File: src/hdl/kfrs_pkg.sv
package kfrs_pkg;

    localparam int unsigned TIME_BITS     = 48;
    localparam int unsigned LID_BITS      = 8;
    localparam int unsigned ATT_BITS      = 4;
    localparam int unsigned PERIOD_BITS   = 16;
    localparam int unsigned BACKOFF_BITS  = 20;
    localparam int unsigned ACT_BITS      = 2;
    localparam int unsigned CFG_ADDR_BITS = 4;
    localparam int unsigned APB_DATA_BITS = 32;
    localparam int unsigned REG_IDX_BITS  = 2;

    localparam logic [TIME_BITS-1:0] TIME_MAX = '1;

    localparam logic [ATT_BITS-1:0]     MAX_ATT_RESET = 4'd3;
    localparam logic [PERIOD_BITS-1:0]  PERIOD_RESET  = 16'd100;
    localparam logic [BACKOFF_BITS-1:0] BACKOFF_RESET = 20'd2000;

    localparam logic [REG_IDX_BITS-1:0] REG_MAX_ATT = 2'd0;
    localparam logic [REG_IDX_BITS-1:0] REG_PERIOD  = 2'd1;
    localparam logic [REG_IDX_BITS-1:0] REG_BACKOFF = 2'd2;

    typedef enum logic [ACT_BITS-1:0] {
        ACT_STREAM   = 2'd0,
        ACT_KEYFRAME = 2'd1,
        ACT_DAMAGE   = 2'd2,
        ACT_EMPTY    = 2'd3
    } t_action;

    typedef enum logic [1:0] {
        S_IDLE,
        S_SCAN,
        S_UPD
    } t_state;

    typedef struct packed {
        logic [ATT_BITS-1:0]     max_att;
        logic [PERIOD_BITS-1:0]  period;
        logic [BACKOFF_BITS-1:0] backoff;
    } t_cfg;

    typedef struct packed {
        logic [LID_BITS-1:0]  lid;
        logic [ATT_BITS-1:0]  att;
        logic [TIME_BITS-1:0] next_due;
        logic [TIME_BITS-1:0] rearm;
        logic                 done;
        logic                 answered;
    } t_entry;

    function automatic logic [TIME_BITS-1:0] add_sat(input logic [TIME_BITS-1:0] a,
                                                     input logic [TIME_BITS-1:0] b);
        logic [TIME_BITS:0] s;
        s = {1'b0, a} + {1'b0, b};
        return s[TIME_BITS] ? TIME_MAX : s[TIME_BITS-1:0];
    endfunction

endpackage

File: src/hdl/kfrs_intf.sv
interface kfrs_in_if #(parameter int unsigned KEY_BITS = 32);
    logic                               valid;
    logic                               ready;
    logic [kfrs_pkg::ACT_BITS-1:0]      action;
    logic [kfrs_pkg::TIME_BITS-1:0]     now_ms;
    logic [KEY_BITS-1:0]                stream_key;
    logic [kfrs_pkg::LID_BITS-1:0]      local_id;
    logic                               last_in_round;

    modport source (output valid, action, now_ms, stream_key, local_id, last_in_round,
                    input ready);
    modport sink   (input valid, action, now_ms, stream_key, local_id, last_in_round,
                    output ready);
endinterface

interface kfrs_out_if #(parameter int unsigned KEY_BITS = 32);
    logic                               valid;
    logic                               ready;
    logic [KEY_BITS-1:0]                out_key;
    logic                               request_due;
    logic [kfrs_pkg::ATT_BITS-1:0]      attempt_count;
    logic                               is_settled;
    logic                               table_full;
    logic                               round_end;

    modport source (output valid, out_key, request_due, attempt_count, is_settled,
                    table_full, round_end, input ready);
    modport sink   (input valid, out_key, request_due, attempt_count, is_settled,
                    table_full, round_end, output ready);
endinterface

File: src/hdl/keyframe_request_retry_scheduler.sv
// keyframe request retry scheduler
// input channel i_req carries one item per transfer: a latched stream of the
// current round (one result), a keyframe sighting, a damage report or an empty
// round (no result). results leave on o_res, one per latched stream item.
// registers max_attempts, retry_period_ms and rearm_backoff_ms sit on the apb
// port at byte addresses 0, 4 and 8; write them only while the block is idle.
// the stream table lives in one ram read one entry per cycle in a sweep over
// all MAX_STREAMS entries; i_req is not ready until the sweep (and, for a
// latched stream item, the update step that registers its result on o_res)
// is done. an empty round is taken in idle and leaves the block ready.
// damage and keyframe items read, modify and write entries in one sweep; the
// entry written is never the one being read in the same cycle.
// reset restores the register defaults and empties the table at once through
// per-entry valid flags; no clearing pass is needed.
// when the receiver stalls, the result stays in the output register and the
// block still takes the next item, holding a new result until o_res drains.
module keyframe_request_retry_scheduler #(
    parameter int unsigned MAX_STREAMS = 16,
    parameter int unsigned KEY_BITS    = 32
) (
    input  logic                                i_clk,
    input  logic                                i_rst_n,
    kfrs_in_if.sink                             i_req,
    kfrs_out_if.source                          o_res,
    input  logic                                psel,
    input  logic                                penable,
    input  logic                                pwrite,
    input  logic [kfrs_pkg::CFG_ADDR_BITS-1:0]  paddr,
    input  logic [kfrs_pkg::APB_DATA_BITS-1:0]  pwdata,
    output logic [kfrs_pkg::APB_DATA_BITS-1:0]  prdata,
    output logic                                pready
);
    import kfrs_pkg::*;

    localparam int unsigned IW = (MAX_STREAMS > 1) ? $clog2(MAX_STREAMS) : 1;
    localparam int unsigned CW = $clog2(MAX_STREAMS + 1);
    localparam int unsigned EW = $bits(t_entry);
    localparam int unsigned RW = KEY_BITS + EW;
    localparam logic [CW-1:0] LAST_CNT = CW'(MAX_STREAMS);

    t_cfg w_cfg;

    t_state r_state, n_state;
    logic [CW-1:0] r_cnt, n_cnt;
    logic r_p_vld, n_p_vld;
    logic [IW-1:0] r_p_idx, n_p_idx;
    logic r_hit, n_hit;
    logic r_free, n_free;
    logic [IW-1:0] r_hit_idx, n_hit_idx;
    logic [IW-1:0] r_free_idx, n_free_idx;
    t_entry r_ent, n_ent;
    logic [MAX_STREAMS-1:0] r_valid, n_valid;
    logic [MAX_STREAMS-1:0] r_seen, n_seen;

    t_action r_act;
    logic [TIME_BITS-1:0] r_now;
    logic [KEY_BITS-1:0] r_key;
    logic [LID_BITS-1:0] r_lid;
    logic r_last;

    logic r_out_vld, n_out_vld;
    logic [KEY_BITS-1:0] r_out_key, n_out_key;
    logic r_out_due, n_out_due;
    logic [ATT_BITS-1:0] r_out_cnt, n_out_cnt;
    logic r_out_settled, n_out_settled;
    logic r_out_full, n_out_full;
    logic r_out_end, n_out_end;

    logic w_in_acc;
    logic w_ram_we, w_ram_re;
    logic [IW-1:0] w_ram_waddr, w_ram_raddr;
    logic [RW-1:0] w_ram_wdata, w_ram_rdata;
    logic [KEY_BITS-1:0] w_rd_key;
    t_entry w_rd_ent, w_mod_ent;
    logic w_rd_spent;

    logic w_use;
    logic [IW-1:0] w_idx;
    t_entry w_base, w_upd;
    logic w_due;
    logic [ATT_BITS-1:0] w_att_inc;
    logic w_settled;

    kfrs_apb u_apb (
        .i_clk   (i_clk),
        .i_rst_n (i_rst_n),
        .psel    (psel),
        .penable (penable),
        .pwrite  (pwrite),
        .paddr   (paddr),
        .pwdata  (pwdata),
        .prdata  (prdata),
        .pready  (pready),
        .o_cfg   (w_cfg)
    );

    kfrs_ram #(
        .WIDTH (RW),
        .DEPTH (MAX_STREAMS)
    ) u_ram (
        .i_clk   (i_clk),
        .i_we    (w_ram_we),
        .i_waddr (w_ram_waddr),
        .i_wdata (w_ram_wdata),
        .i_re    (w_ram_re),
        .i_raddr (w_ram_raddr),
        .o_rdata (w_ram_rdata)
    );

    assign i_req.ready = (r_state == S_IDLE);
    assign w_in_acc    = i_req.valid && i_req.ready;

    assign o_res.valid         = r_out_vld;
    assign o_res.out_key       = r_out_key;
    assign o_res.request_due   = r_out_due;
    assign o_res.attempt_count = r_out_cnt;
    assign o_res.is_settled    = r_out_settled;
    assign o_res.table_full    = r_out_full;
    assign o_res.round_end     = r_out_end;

    assign w_rd_key   = w_ram_rdata[RW-1 -: KEY_BITS];
    assign w_rd_ent   = t_entry'(w_ram_rdata[EW-1:0]);
    assign w_rd_spent = (w_rd_ent.att >= w_cfg.max_att);

    // entry update for a latched stream
    always_comb begin
        w_use = r_hit || r_free;
        w_idx = r_hit ? r_hit_idx : r_free_idx;
        if (r_hit) begin
            w_base = r_ent;
        end else begin
            w_base.lid      = r_lid;
            w_base.att      = '0;
            w_base.next_due = r_now;
            w_base.rearm    = '0;
            w_base.done     = 1'b0;
            w_base.answered = 1'b0;
        end
        w_due = w_use && !w_base.done && (w_base.att < w_cfg.max_att)
                && (r_now >= w_base.next_due);
        w_att_inc = w_base.att + ATT_BITS'(1);
        w_upd     = w_base;
        w_upd.lid = r_lid;
        if (w_due) begin
            w_upd.att      = w_att_inc;
            w_upd.next_due = add_sat(r_now, TIME_BITS'(w_cfg.period));
            if (w_att_inc >= w_cfg.max_att) begin
                w_upd.rearm = add_sat(r_now, TIME_BITS'(w_cfg.backoff));
            end
        end
        w_settled = w_use && (w_upd.done || (w_upd.att >= w_cfg.max_att));
    end

    // event modification of the entry read back in the sweep
    always_comb begin
        w_mod_ent = w_rd_ent;
        if (r_act == ACT_KEYFRAME) begin
            w_mod_ent.done     = 1'b1;
            w_mod_ent.answered = 1'b1;
        end else begin
            w_mod_ent.att      = '0;
            w_mod_ent.done     = 1'b0;
            w_mod_ent.next_due = r_now;
            w_mod_ent.answered = 1'b0;
        end
    end

    always_comb begin
        n_state       = r_state;
        n_cnt         = r_cnt;
        n_p_vld       = 1'b0;
        n_p_idx       = r_p_idx;
        n_hit         = r_hit;
        n_free        = r_free;
        n_hit_idx     = r_hit_idx;
        n_free_idx    = r_free_idx;
        n_ent         = r_ent;
        n_valid       = r_valid;
        n_seen        = r_seen;
        n_out_vld     = r_out_vld && !o_res.ready;
        n_out_key     = r_out_key;
        n_out_due     = r_out_due;
        n_out_cnt     = r_out_cnt;
        n_out_settled = r_out_settled;
        n_out_full    = r_out_full;
        n_out_end     = r_out_end;
        w_ram_we      = 1'b0;
        w_ram_waddr   = r_p_idx;
        w_ram_wdata   = {w_rd_key, w_mod_ent};
        w_ram_re      = 1'b0;
        w_ram_raddr   = r_cnt[IW-1:0];

        case (r_state)
            S_IDLE: begin
                if (w_in_acc) begin
                    n_cnt  = '0;
                    n_hit  = 1'b0;
                    n_free = 1'b0;
                    if (t_action'(i_req.action) == ACT_EMPTY) begin
                        n_valid = '0;
                        n_seen  = '0;
                    end else begin
                        n_state = S_SCAN;
                    end
                end
            end
            S_SCAN: begin
                if (r_cnt != LAST_CNT) begin
                    w_ram_re = 1'b1;
                    n_p_vld  = 1'b1;
                    n_p_idx  = r_cnt[IW-1:0];
                    n_cnt    = r_cnt + CW'(1);
                end
                if (r_p_vld) begin
                    case (r_act)
                        ACT_STREAM: begin
                            if (r_valid[r_p_idx] && (w_rd_key == r_key) && !r_hit) begin
                                n_hit     = 1'b1;
                                n_hit_idx = r_p_idx;
                                n_ent     = w_rd_ent;
                            end
                            if (!r_valid[r_p_idx] && !r_free) begin
                                n_free     = 1'b1;
                                n_free_idx = r_p_idx;
                            end
                        end
                        ACT_KEYFRAME: begin
                            w_ram_we = r_valid[r_p_idx] && (w_rd_ent.lid == r_lid);
                        end
                        ACT_DAMAGE: begin
                            w_ram_we = r_valid[r_p_idx] && (w_rd_ent.lid == r_lid)
                                       && (w_rd_ent.done || w_rd_spent)
                                       && (w_rd_ent.answered || (r_now >= w_rd_ent.rearm));
                        end
                        default: ;
                    endcase
                end
                if (r_cnt == LAST_CNT) begin
                    n_state = (r_act == ACT_STREAM) ? S_UPD : S_IDLE;
                end
            end
            S_UPD: begin
                if (!r_out_vld || o_res.ready) begin
                    w_ram_we      = w_use;
                    w_ram_waddr   = w_idx;
                    w_ram_wdata   = {r_key, w_upd};
                    n_out_vld     = 1'b1;
                    n_out_key     = r_key;
                    n_out_due     = w_due;
                    n_out_cnt     = w_use ? w_upd.att : '0;
                    n_out_settled = w_settled;
                    n_out_full    = !w_use;
                    n_out_end     = r_last;
                    if (w_use) begin
                        n_valid[w_idx] = 1'b1;
                        n_seen[w_idx]  = 1'b1;
                    end
                    if (r_last) begin
                        n_valid = n_valid & n_seen;
                        n_seen  = '0;
                    end
                    n_state = S_IDLE;
                end
            end
            default: n_state = S_IDLE;
        endcase
    end

    always_ff @(posedge i_clk) begin
        if (!i_rst_n) begin
            r_state   <= S_IDLE;
            r_cnt     <= '0;
            r_p_vld   <= 1'b0;
            r_hit     <= 1'b0;
            r_free    <= 1'b0;
            r_valid   <= '0;
            r_seen    <= '0;
            r_out_vld <= 1'b0;
        end else begin
            r_state   <= n_state;
            r_cnt     <= n_cnt;
            r_p_vld   <= n_p_vld;
            r_hit     <= n_hit;
            r_free    <= n_free;
            r_valid   <= n_valid;
            r_seen    <= n_seen;
            r_out_vld <= n_out_vld;
        end
    end

    always_ff @(posedge i_clk) begin
        if (w_in_acc) begin
            r_act  <= t_action'(i_req.action);
            r_now  <= i_req.now_ms;
            r_key  <= i_req.stream_key;
            r_lid  <= i_req.local_id;
            r_last <= i_req.last_in_round;
        end
        r_p_idx       <= n_p_idx;
        r_hit_idx     <= n_hit_idx;
        r_free_idx    <= n_free_idx;
        r_ent         <= n_ent;
        r_out_key     <= n_out_key;
        r_out_due     <= n_out_due;
        r_out_cnt     <= n_out_cnt;
        r_out_settled <= n_out_settled;
        r_out_full    <= n_out_full;
        r_out_end     <= n_out_end;
    end

    a_full_result: assert property (@(posedge i_clk) disable iff (!i_rst_n)
        o_res.valid && o_res.table_full |->
            !o_res.request_due && (o_res.attempt_count == '0) && !o_res.is_settled)
        else $error("table full result carries attempt state");

    a_scan_write: assert property (@(posedge i_clk) disable iff (!i_rst_n)
        (r_state == S_SCAN) && w_ram_we |-> (r_act != ACT_STREAM))
        else $error("stream lookup wrote the table during its sweep");

    a_prune_clears_seen: assert property (@(posedge i_clk) disable iff (!i_rst_n)
        (r_state == S_UPD) && (n_state == S_IDLE) && r_last |=> (r_seen == '0))
        else $error("seen flags survive the end of a round");

    a_result_source: assert property (@(posedge i_clk) disable iff (!i_rst_n)
        $rose(o_res.valid) |-> ($past(r_state) == S_UPD))
        else $error("result raised outside the update step");

endmodule

File: src/hdl/kfrs_ram.sv
module kfrs_ram #(
    parameter int unsigned WIDTH = 8,
    parameter int unsigned DEPTH = 16
) (
    input  logic                                       i_clk,
    input  logic                                       i_we,
    input  logic [((DEPTH > 1) ? $clog2(DEPTH) : 1)-1:0] i_waddr,
    input  logic [WIDTH-1:0]                           i_wdata,
    input  logic                                       i_re,
    input  logic [((DEPTH > 1) ? $clog2(DEPTH) : 1)-1:0] i_raddr,
    output logic [WIDTH-1:0]                           o_rdata
);
    logic [WIDTH-1:0] r_mem [DEPTH];
    logic [WIDTH-1:0] r_rdata;

    always_ff @(posedge i_clk) begin
        if (i_we) begin
            r_mem[i_waddr] <= i_wdata;
        end
        if (i_re) begin
            r_rdata <= r_mem[i_raddr];
        end
    end

    assign o_rdata = r_rdata;
endmodule

File: src/hdl/kfrs_apb.sv
module kfrs_apb (
    input  logic                                i_clk,
    input  logic                                i_rst_n,
    input  logic                                psel,
    input  logic                                penable,
    input  logic                                pwrite,
    input  logic [kfrs_pkg::CFG_ADDR_BITS-1:0]  paddr,
    input  logic [kfrs_pkg::APB_DATA_BITS-1:0]  pwdata,
    output logic [kfrs_pkg::APB_DATA_BITS-1:0]  prdata,
    output logic                                pready,
    output kfrs_pkg::t_cfg                      o_cfg
);
    import kfrs_pkg::*;

    t_cfg                    r_cfg;
    logic [REG_IDX_BITS-1:0] w_idx;
    logic                    w_wr;

    assign w_idx  = paddr[CFG_ADDR_BITS-1:2];
    assign w_wr   = psel && penable && pwrite;
    assign pready = 1'b1;
    assign o_cfg  = r_cfg;

    always_ff @(posedge i_clk) begin
        if (!i_rst_n) begin
            r_cfg.max_att <= MAX_ATT_RESET;
            r_cfg.period  <= PERIOD_RESET;
            r_cfg.backoff <= BACKOFF_RESET;
        end else if (w_wr) begin
            case (w_idx)
                REG_MAX_ATT: r_cfg.max_att <= pwdata[ATT_BITS-1:0];
                REG_PERIOD:  r_cfg.period  <= pwdata[PERIOD_BITS-1:0];
                REG_BACKOFF: r_cfg.backoff <= pwdata[BACKOFF_BITS-1:0];
                default: ;
            endcase
        end
    end

    always_comb begin
        case (w_idx)
            REG_MAX_ATT: prdata = APB_DATA_BITS'(r_cfg.max_att);
            REG_PERIOD:  prdata = APB_DATA_BITS'(r_cfg.period);
            REG_BACKOFF: prdata = APB_DATA_BITS'(r_cfg.backoff);
            default:     prdata = '0;
        endcase
    end
endmodule
File: src/flat_wrapper.sv
// flat-port wrapper written by rule: the top's interface ports become plain ports
module keyframe_request_retry_scheduler_flat import kfrs_pkg::*;
#(
    parameter int unsigned MAX_STREAMS = 16,
    parameter int unsigned KEY_BITS    = 32
)
  (i_clk, i_rst_n, psel, penable, pwrite, paddr, pwdata, prdata, pready, i_req_valid, i_req_action, i_req_now_ms, i_req_stream_key, i_req_local_id, i_req_last_in_round, i_req_ready, o_res_valid, o_res_out_key, o_res_request_due, o_res_attempt_count, o_res_is_settled, o_res_table_full, o_res_round_end, o_res_ready);
  kfrs_in_if #(.KEY_BITS(KEY_BITS)) i_req_i ();
  kfrs_out_if #(.KEY_BITS(KEY_BITS)) o_res_i ();
  input  logic i_clk;
  input  logic i_rst_n;
  input  logic psel;
  input  logic penable;
  input  logic pwrite;
  input  logic [kfrs_pkg::CFG_ADDR_BITS-1:0] paddr;
  input  logic [kfrs_pkg::APB_DATA_BITS-1:0] pwdata;
  output logic [kfrs_pkg::APB_DATA_BITS-1:0] prdata;
  output logic pready;
  input wire logic [$bits(i_req_i.valid)-1:0] i_req_valid;
  input wire logic [$bits(i_req_i.action)-1:0] i_req_action;
  input wire logic [$bits(i_req_i.now_ms)-1:0] i_req_now_ms;
  input wire logic [$bits(i_req_i.stream_key)-1:0] i_req_stream_key;
  input wire logic [$bits(i_req_i.local_id)-1:0] i_req_local_id;
  input wire logic [$bits(i_req_i.last_in_round)-1:0] i_req_last_in_round;
  output wire logic [$bits(i_req_i.ready)-1:0] i_req_ready;
  output wire logic [$bits(o_res_i.valid)-1:0] o_res_valid;
  output wire logic [$bits(o_res_i.out_key)-1:0] o_res_out_key;
  output wire logic [$bits(o_res_i.request_due)-1:0] o_res_request_due;
  output wire logic [$bits(o_res_i.attempt_count)-1:0] o_res_attempt_count;
  output wire logic [$bits(o_res_i.is_settled)-1:0] o_res_is_settled;
  output wire logic [$bits(o_res_i.table_full)-1:0] o_res_table_full;
  output wire logic [$bits(o_res_i.round_end)-1:0] o_res_round_end;
  input wire logic [$bits(o_res_i.ready)-1:0] o_res_ready;
  assign i_req_i.valid = i_req_valid;
  assign i_req_i.action = i_req_action;
  assign i_req_i.now_ms = i_req_now_ms;
  assign i_req_i.stream_key = i_req_stream_key;
  assign i_req_i.local_id = i_req_local_id;
  assign i_req_i.last_in_round = i_req_last_in_round;
  assign i_req_ready = i_req_i.ready;
  assign o_res_valid = o_res_i.valid;
  assign o_res_out_key = o_res_i.out_key;
  assign o_res_request_due = o_res_i.request_due;
  assign o_res_attempt_count = o_res_i.attempt_count;
  assign o_res_is_settled = o_res_i.is_settled;
  assign o_res_table_full = o_res_i.table_full;
  assign o_res_round_end = o_res_i.round_end;
  assign o_res_i.ready = o_res_ready;
  keyframe_request_retry_scheduler #(.MAX_STREAMS(MAX_STREAMS), .KEY_BITS(KEY_BITS)) u_core (.i_clk(i_clk), .i_rst_n(i_rst_n), .i_req(i_req_i), .o_res(o_res_i), .psel(psel), .penable(penable), .pwrite(pwrite), .paddr(paddr), .pwdata(pwdata), .prdata(prdata), .pready(pready));
endmodule
File: config.mk
export PLATFORM = sky130hd
export DESIGN_NAME = keyframe_request_retry_scheduler_flat
export DESIGN_NICKNAME = d
export VERILOG_FILES = /design/src/hdl/kfrs_pkg.sv /design/src/hdl/kfrs_intf.sv /design/src/hdl/keyframe_request_retry_scheduler.sv /design/src/hdl/kfrs_ram.sv /design/src/hdl/kfrs_apb.sv /design/src/flat_wrapper.sv
export SDC_FILE = /design/constraint.sdc
export NUM_CORES = 2
export LEC_CHECK = 0
export ABC_CLOCK_PERIOD_IN_PS = 14200
export BUFFER_PORTS_ARGS = -buffer_cell sky130_fd_sc_hd__buf_2
export CAP_MARGIN = 20
export CELL_PAD_IN_SITES_DETAIL_PLACEMENT = 1
export CELL_PAD_IN_SITES_GLOBAL_PLACEMENT = 2
export CORE_ASPECT_RATIO = 1.4
export CORE_MARGIN = 5
export CORE_UTILIZATION = 53
export DETAILED_ROUTE_END_ITERATION = 7
export HOLD_SLACK_MARGIN = 0.05
export PLACE_DENSITY = 0.89
export SYNTH_ARGS = -nofsm -noshare
export SYNTH_HDL_FRONTEND = slang
export SYNTH_SLANG_ARGS = --single-unit
File: constraint.sdc
create_clock -name i_clk -period 14.2 [get_ports i_clk]
set_clock_uncertainty 0.15 [all_clocks]
set_input_delay 0.71 -clock i_clk [delete_from_list [all_inputs] [get_ports i_clk]]
set_output_delay 0.71 -clock i_clk [all_outputs]
set_load 0.05 [all_outputs]
==> results <==
- For this run, the detailed router's first-pass iteration total came to 6.
- The post-cts repair resize count is 0.
- The critical path goes through buf_4, mux2i_1, ha_1, nand4_1, nor4_1, and3_1, and3_1, or2_2, buf_4, nand2_1, o221ai_1.
- The minimum clock period after layout is between 7 and 8 ns.
- The remaining design rule violation count is 0.
- The first routing iteration left around 7.7k violations.
- The H-tree was split into 5 levels.
- Power spread over the standard cell area amounts to 142 mW/mm2.
- VDD sags by at most 0.118 mV.
- The stage delay of the slowest cell on the critical path is around 1.2 ns.
- The flow ran to the end, and the final reports show no timing, DRC or antenna violations.
- The number of nets in the finished design is between 6k and 7k.
- Among all stages on the critical path, the largest delay is contributed by o221ai_1.
- The routed layout has 60.5k vias.
- By count the netlist is led by edfxtp_1 (2659), mux4_2 (715), nand2_1 (276), clkbuf_1 (229), ha_1 (157).
- The number of endpoints failing setup at the final stage is 0.
- The final cell area excluding filler cells is roughly 0.13 mm2.
- The first global-routing pass estimated ~460000 um of wire.
- Based on the critical path, the design can be clocked at up to ~140 MHz.
- After floorplanning, the core was divided into 198 placement rows.
- The pre-CTS worst setup slack is around 7.1 ns.
- The filler cell count in the final layout is approximately 17k.
- The area of the core region is ~0.21 mm2.
- The worst-case headroom to the max-slew limit is 0.0871.
- The total of warnings raised by yosys is 0.
- After clock tree synthesis, the setup repair step added 0 buffers.
- Setup repair after global routing left no endpoint under its margin.
- In this run the vertical extent of the chip is roughly 550 um.
- The placed cell area is around 0.12 mm2.
- The worst hold path class is in2reg.
- Yosys instantiated no cell more often than edfxtp_1.
- The number of nets with antenna violations after routing is 0.
- At the end of routability-driven placement, the weighted congestion stood at about 0.84.
- At the pin with the least slew margin, the transition time is approximately 1.4 ns.
- The clock input transition at the sequential cells of the worst setup and hold paths is 0.07 ns.
- The most used flip-flop cell after synthesis is edfxtp_1.
- The layout cell share with drive strength beyond 1 is 0.249.
- In the routed layout, each cell is associated on average with a via count of 6.81.
- Counting distinct cell types in the post-synthesis netlist gives 84.
- Measured along the x axis, the die boundary spans between 300 and 400 um.
- The clock net sink count is approximately 2.7k.
- The post-synthesis instance area is 0.110 mm2.
- In this run, CTS created clock tree buffers numbering around 270.
- At the worst endpoint, the arrival time is around 7.7 ns.
- The number of buffers and inverters on the critical path is 2.
- The data required time at the worst endpoint is about 15 ns.
- Entering global routing, the biggest net connects roughly 110 pins.
- The share of the Yosys chip area taken by registers is 0.738.
- The number of synthesized flops with an enable pin is between 2k and 3k.
- The max-capacitance violation count is 0.
- From synthesis to final layout, the design area changed by 13.4%.
- The average wire per standard cell is 35.8 um.
- The worst setup path is of the reg2reg kind.
- The number of hold-slack violations in the final timing report came to 0.
- The number of buffers between clock root and the deepest sink is 4.
- The largest area contributor in the netlist is edfxtp_1.
- Counting every instance in the synthesized netlist gives ~5.5k.
- In the post-route analysis, the smallest setup slack over all paths is a little under 7 ns.
- The dominant delay contributor by cell family on the critical path is simple AND/OR/NAND/NOR gates.
- After synthesis, the cell types taking the most area are edfxtp_1 (72%), mux4_2 (15%), ha_1 (1.8%), dfxtp_1 (1.5%), nand2_1 (0.94%).
- The post-detailed-placement half-perimeter wirelength is ~170000 um.
- The share of synthesized area in the top cell type comes to 0.723.
- The area of the die is about 0.22 mm2.
- The worst setup path is captured at a flip-flop.
- The initial standard-cell utilization of the core is 0.532.
- The number of global-route vias before repair is approximately 64k.
- The later pin in the worst-skew pair is clocked with a latency of between 0.8 and 0.9 ns.
- The tree is rooted in a clkbuf_16.
- The leakage power total is about 40 nW.
- The startpoint class of the critical path is a flip-flop.
- The number of buffers added to fix hold violations after cts is between 100 and 150.
- Of all nets on the critical path, the largest fanout is 41.
- The I/O pin count is ~210.
- Of the available clock period, the critical path in the final layout requires 0.521.
- The initial antenna violation count came to 13.
- The clock tree from TritonCTS is done.
- Buffers placed on the I/O ports in this run total roughly 180.
- The register bit total from synthesis is around 2.7k.
- In the synthesized netlist the async set-or-reset flop fraction comes to 0.
- The routed wire length is about 320000 um.
- Setup total negative slack on the finished layout was measured at 0 ns.
- The number of max-slew violations in the final report is 0.
- Each instance of the synthesized netlist takes up on average around 20 um2.
- The total grt overflow is 0.
- The sum of internal, switching and leakage power is between 15 and 20 mW.
- The total global-route track usage is 0.291.
[cell type report]
cell class / count / area, um2 / share of cell area
Clock buffer: 314 / 7110 / 0.0568
Clock inverter: 154 / 1540 / 0.0123
Sequential cell: 2742 / 81500 / 0.651
Timing Repair Buffer: 502 / 3750 / 0.0299
Inverter: 85 / 337 / 0.00269
Multi-Input combinational cell: 2382 / 27500 / 0.220
Tap cell: 2700 / 3380 / 0.0270
Antenna cell: 5 / 12.5 / 0.0000999
[registers in the layout (all words and copies together) (netlist names), 2 cells and up]
register,cells
u_core.r_key,32
u_core.r_now,48
u_core.r_act,2
u_core.r_seen,16
u_core.o_res.out_key,32
u_core.r_hit_idx,4
u_core.u_apb.o_cfg,40
u_core.r_valid,16
u_core.r_free_idx,4
u_core.r_p_idx,4
u_core.u_ram.r_mem,2272
u_core.r_ent,102
u_core.r_cnt,5
u_core.u_ram.o_rdata,142
u_core.r_state,2
u_core.r_lid,8
u_core.o_res.attempt_count,4
[final timing paths]
check                           slack, ns  cells after the start                    endpoint                startpoint
worst max-delay path                 6.80                     11  u_core.u_ram.r_mem[13][28]              u_core.r_hit
worst min-delay path                 0.26                      4       u_core.u_apb.o_cfg[0]                  paddr[3]
worst max register to register       6.80                     11  u_core.u_ram.r_mem[13][28]              u_core.r_hit
worst min register to register       0.29                      0            u_core.r_ent[33]  u_core.u_ram.o_rdata[33]
[routing by layer]
layer | track usage | vias up | wire (um)
met5 | 0 | - | 0
met4 | 0.115 | 0 | 14000
met3 | 0.0564 | 778 | 30200
met2 | 0.489 | 4118 | 160000
met1 | 0.380 | 31925 | 114000
li1 | - | 23664 | -
[per-stage QoR]
| step | std cells | utilization | hold WS, ns |
|---|---|---|---|
| after global routing | 8880 | 0.603 | 0.274 |
| final | 8884 | 0.603 | 0.259 |
| after CTS | 8845 | 0.602 | 0.213 |
| after floorplan | 5516 | - | 0.256 |
| after detailed placement | 8265 | 0.555 | 0.289 |
| after global placement | 8263 | 0.554 | 0.283 |
[worst register-to-register path, stage by stage, from the launching register on]
cell and delay (ns):
dfxtp_4 0.57, buf_4 0.76, mux2i_1 0.36, ha_1 0.39, nand4_1 0.22, nor4_1 1.07, and3_1 0.34, and3_1 0.24
or2_2 0.60, buf_4 0.52, nand2_1 0.62, o221ai_1 1.19
[report_power, final]
group	total [mW]	internal [mW]	leakage (nW)	switching (mW)
Combinational	1.26	0.465	10.7	0.798
Clock	7.21	4.12	4.21	3.09
Sequential	9.25	9.13	24.7	0.120
Total	17.7	13.7	39.6	4.00
[layout by cell type, fill, tap and decap left out, types with 13 or more instances in the layout]
| master | synthesis | final |
|---|---|---|
| edfxtp_1 | 2659 | 2659 |
| mux4_2 | 715 | 715 |
| clkbuf_16 | 0 | 279 |
| nand2_1 | 276 | 276 |
| buf_4 | 15 | 196 |
| buf_2 | 15 | 181 |
| ha_1 | 157 | 156 |
| nor2_1 | 147 | 129 |
| a21oi_1 | 121 | 121 |
| dlygate4sd3_1 | 0 | 112 |
| mux2i_1 | 87 | 87 |
| o21ai_0 | 83 | 82 |
| inv_1 | 83 | 81 |
| dfxtp_1 | 83 | 78 |
| nand4_1 | 66 | 66 |
| nand3_1 | 65 | 65 |
| clkinv_1 | 1 | 59 |
| xor2_1 | 57 | 57 |
| a21o_1 | 54 | 54 |
| xnor2_1 | 51 | 51 |
| a211oi_1 | 42 | 42 |
| nor2b_1 | 42 | 42 |
| a221oi_1 | 39 | 39 |
| clkinv_2 | 0 | 39 |
| clkbuf_1 | 229 | 35 |
| nor3_1 | 33 | 32 |
| bufinv_16 | 0 | 29 |
| a21boi_0 | 28 | 28 |
| or3_1 | 26 | 26 |
| a31oi_1 | 20 | 20 |
| and3_1 | 18 | 18 |
| nor2_4 | 0 | 18 |
| and2_1 | 17 | 17 |
| o2bb2ai_1 | 17 | 17 |
| o21a_1 | 17 | 16 |
| nor4_1 | 16 | 16 |
| nand2b_1 | 16 | 15 |
| o22ai_1 | 14 | 14 |
| clkinvlp_4 | 0 | 14 |
| conb_1 | 2 | 13 |
[kinds of logic after synthesis]
logic type | Yosys count | synth area share
AO/OA/AOI/OAI | 540 | 0.0337
multiplexers | 805 | 0.154
AND/OR/NAND/NOR | 757 | 0.0331
XOR/XNOR | 108 | 0.00857
flip-flops | 2742 | 0.738
adder cells (fa/ha/maj) | 159 | 0.0182
buffers and inverters | 392 | 0.0140
other | 2 | 0.0000680
No activity file was read; power rests on OpenSTA's default activity.
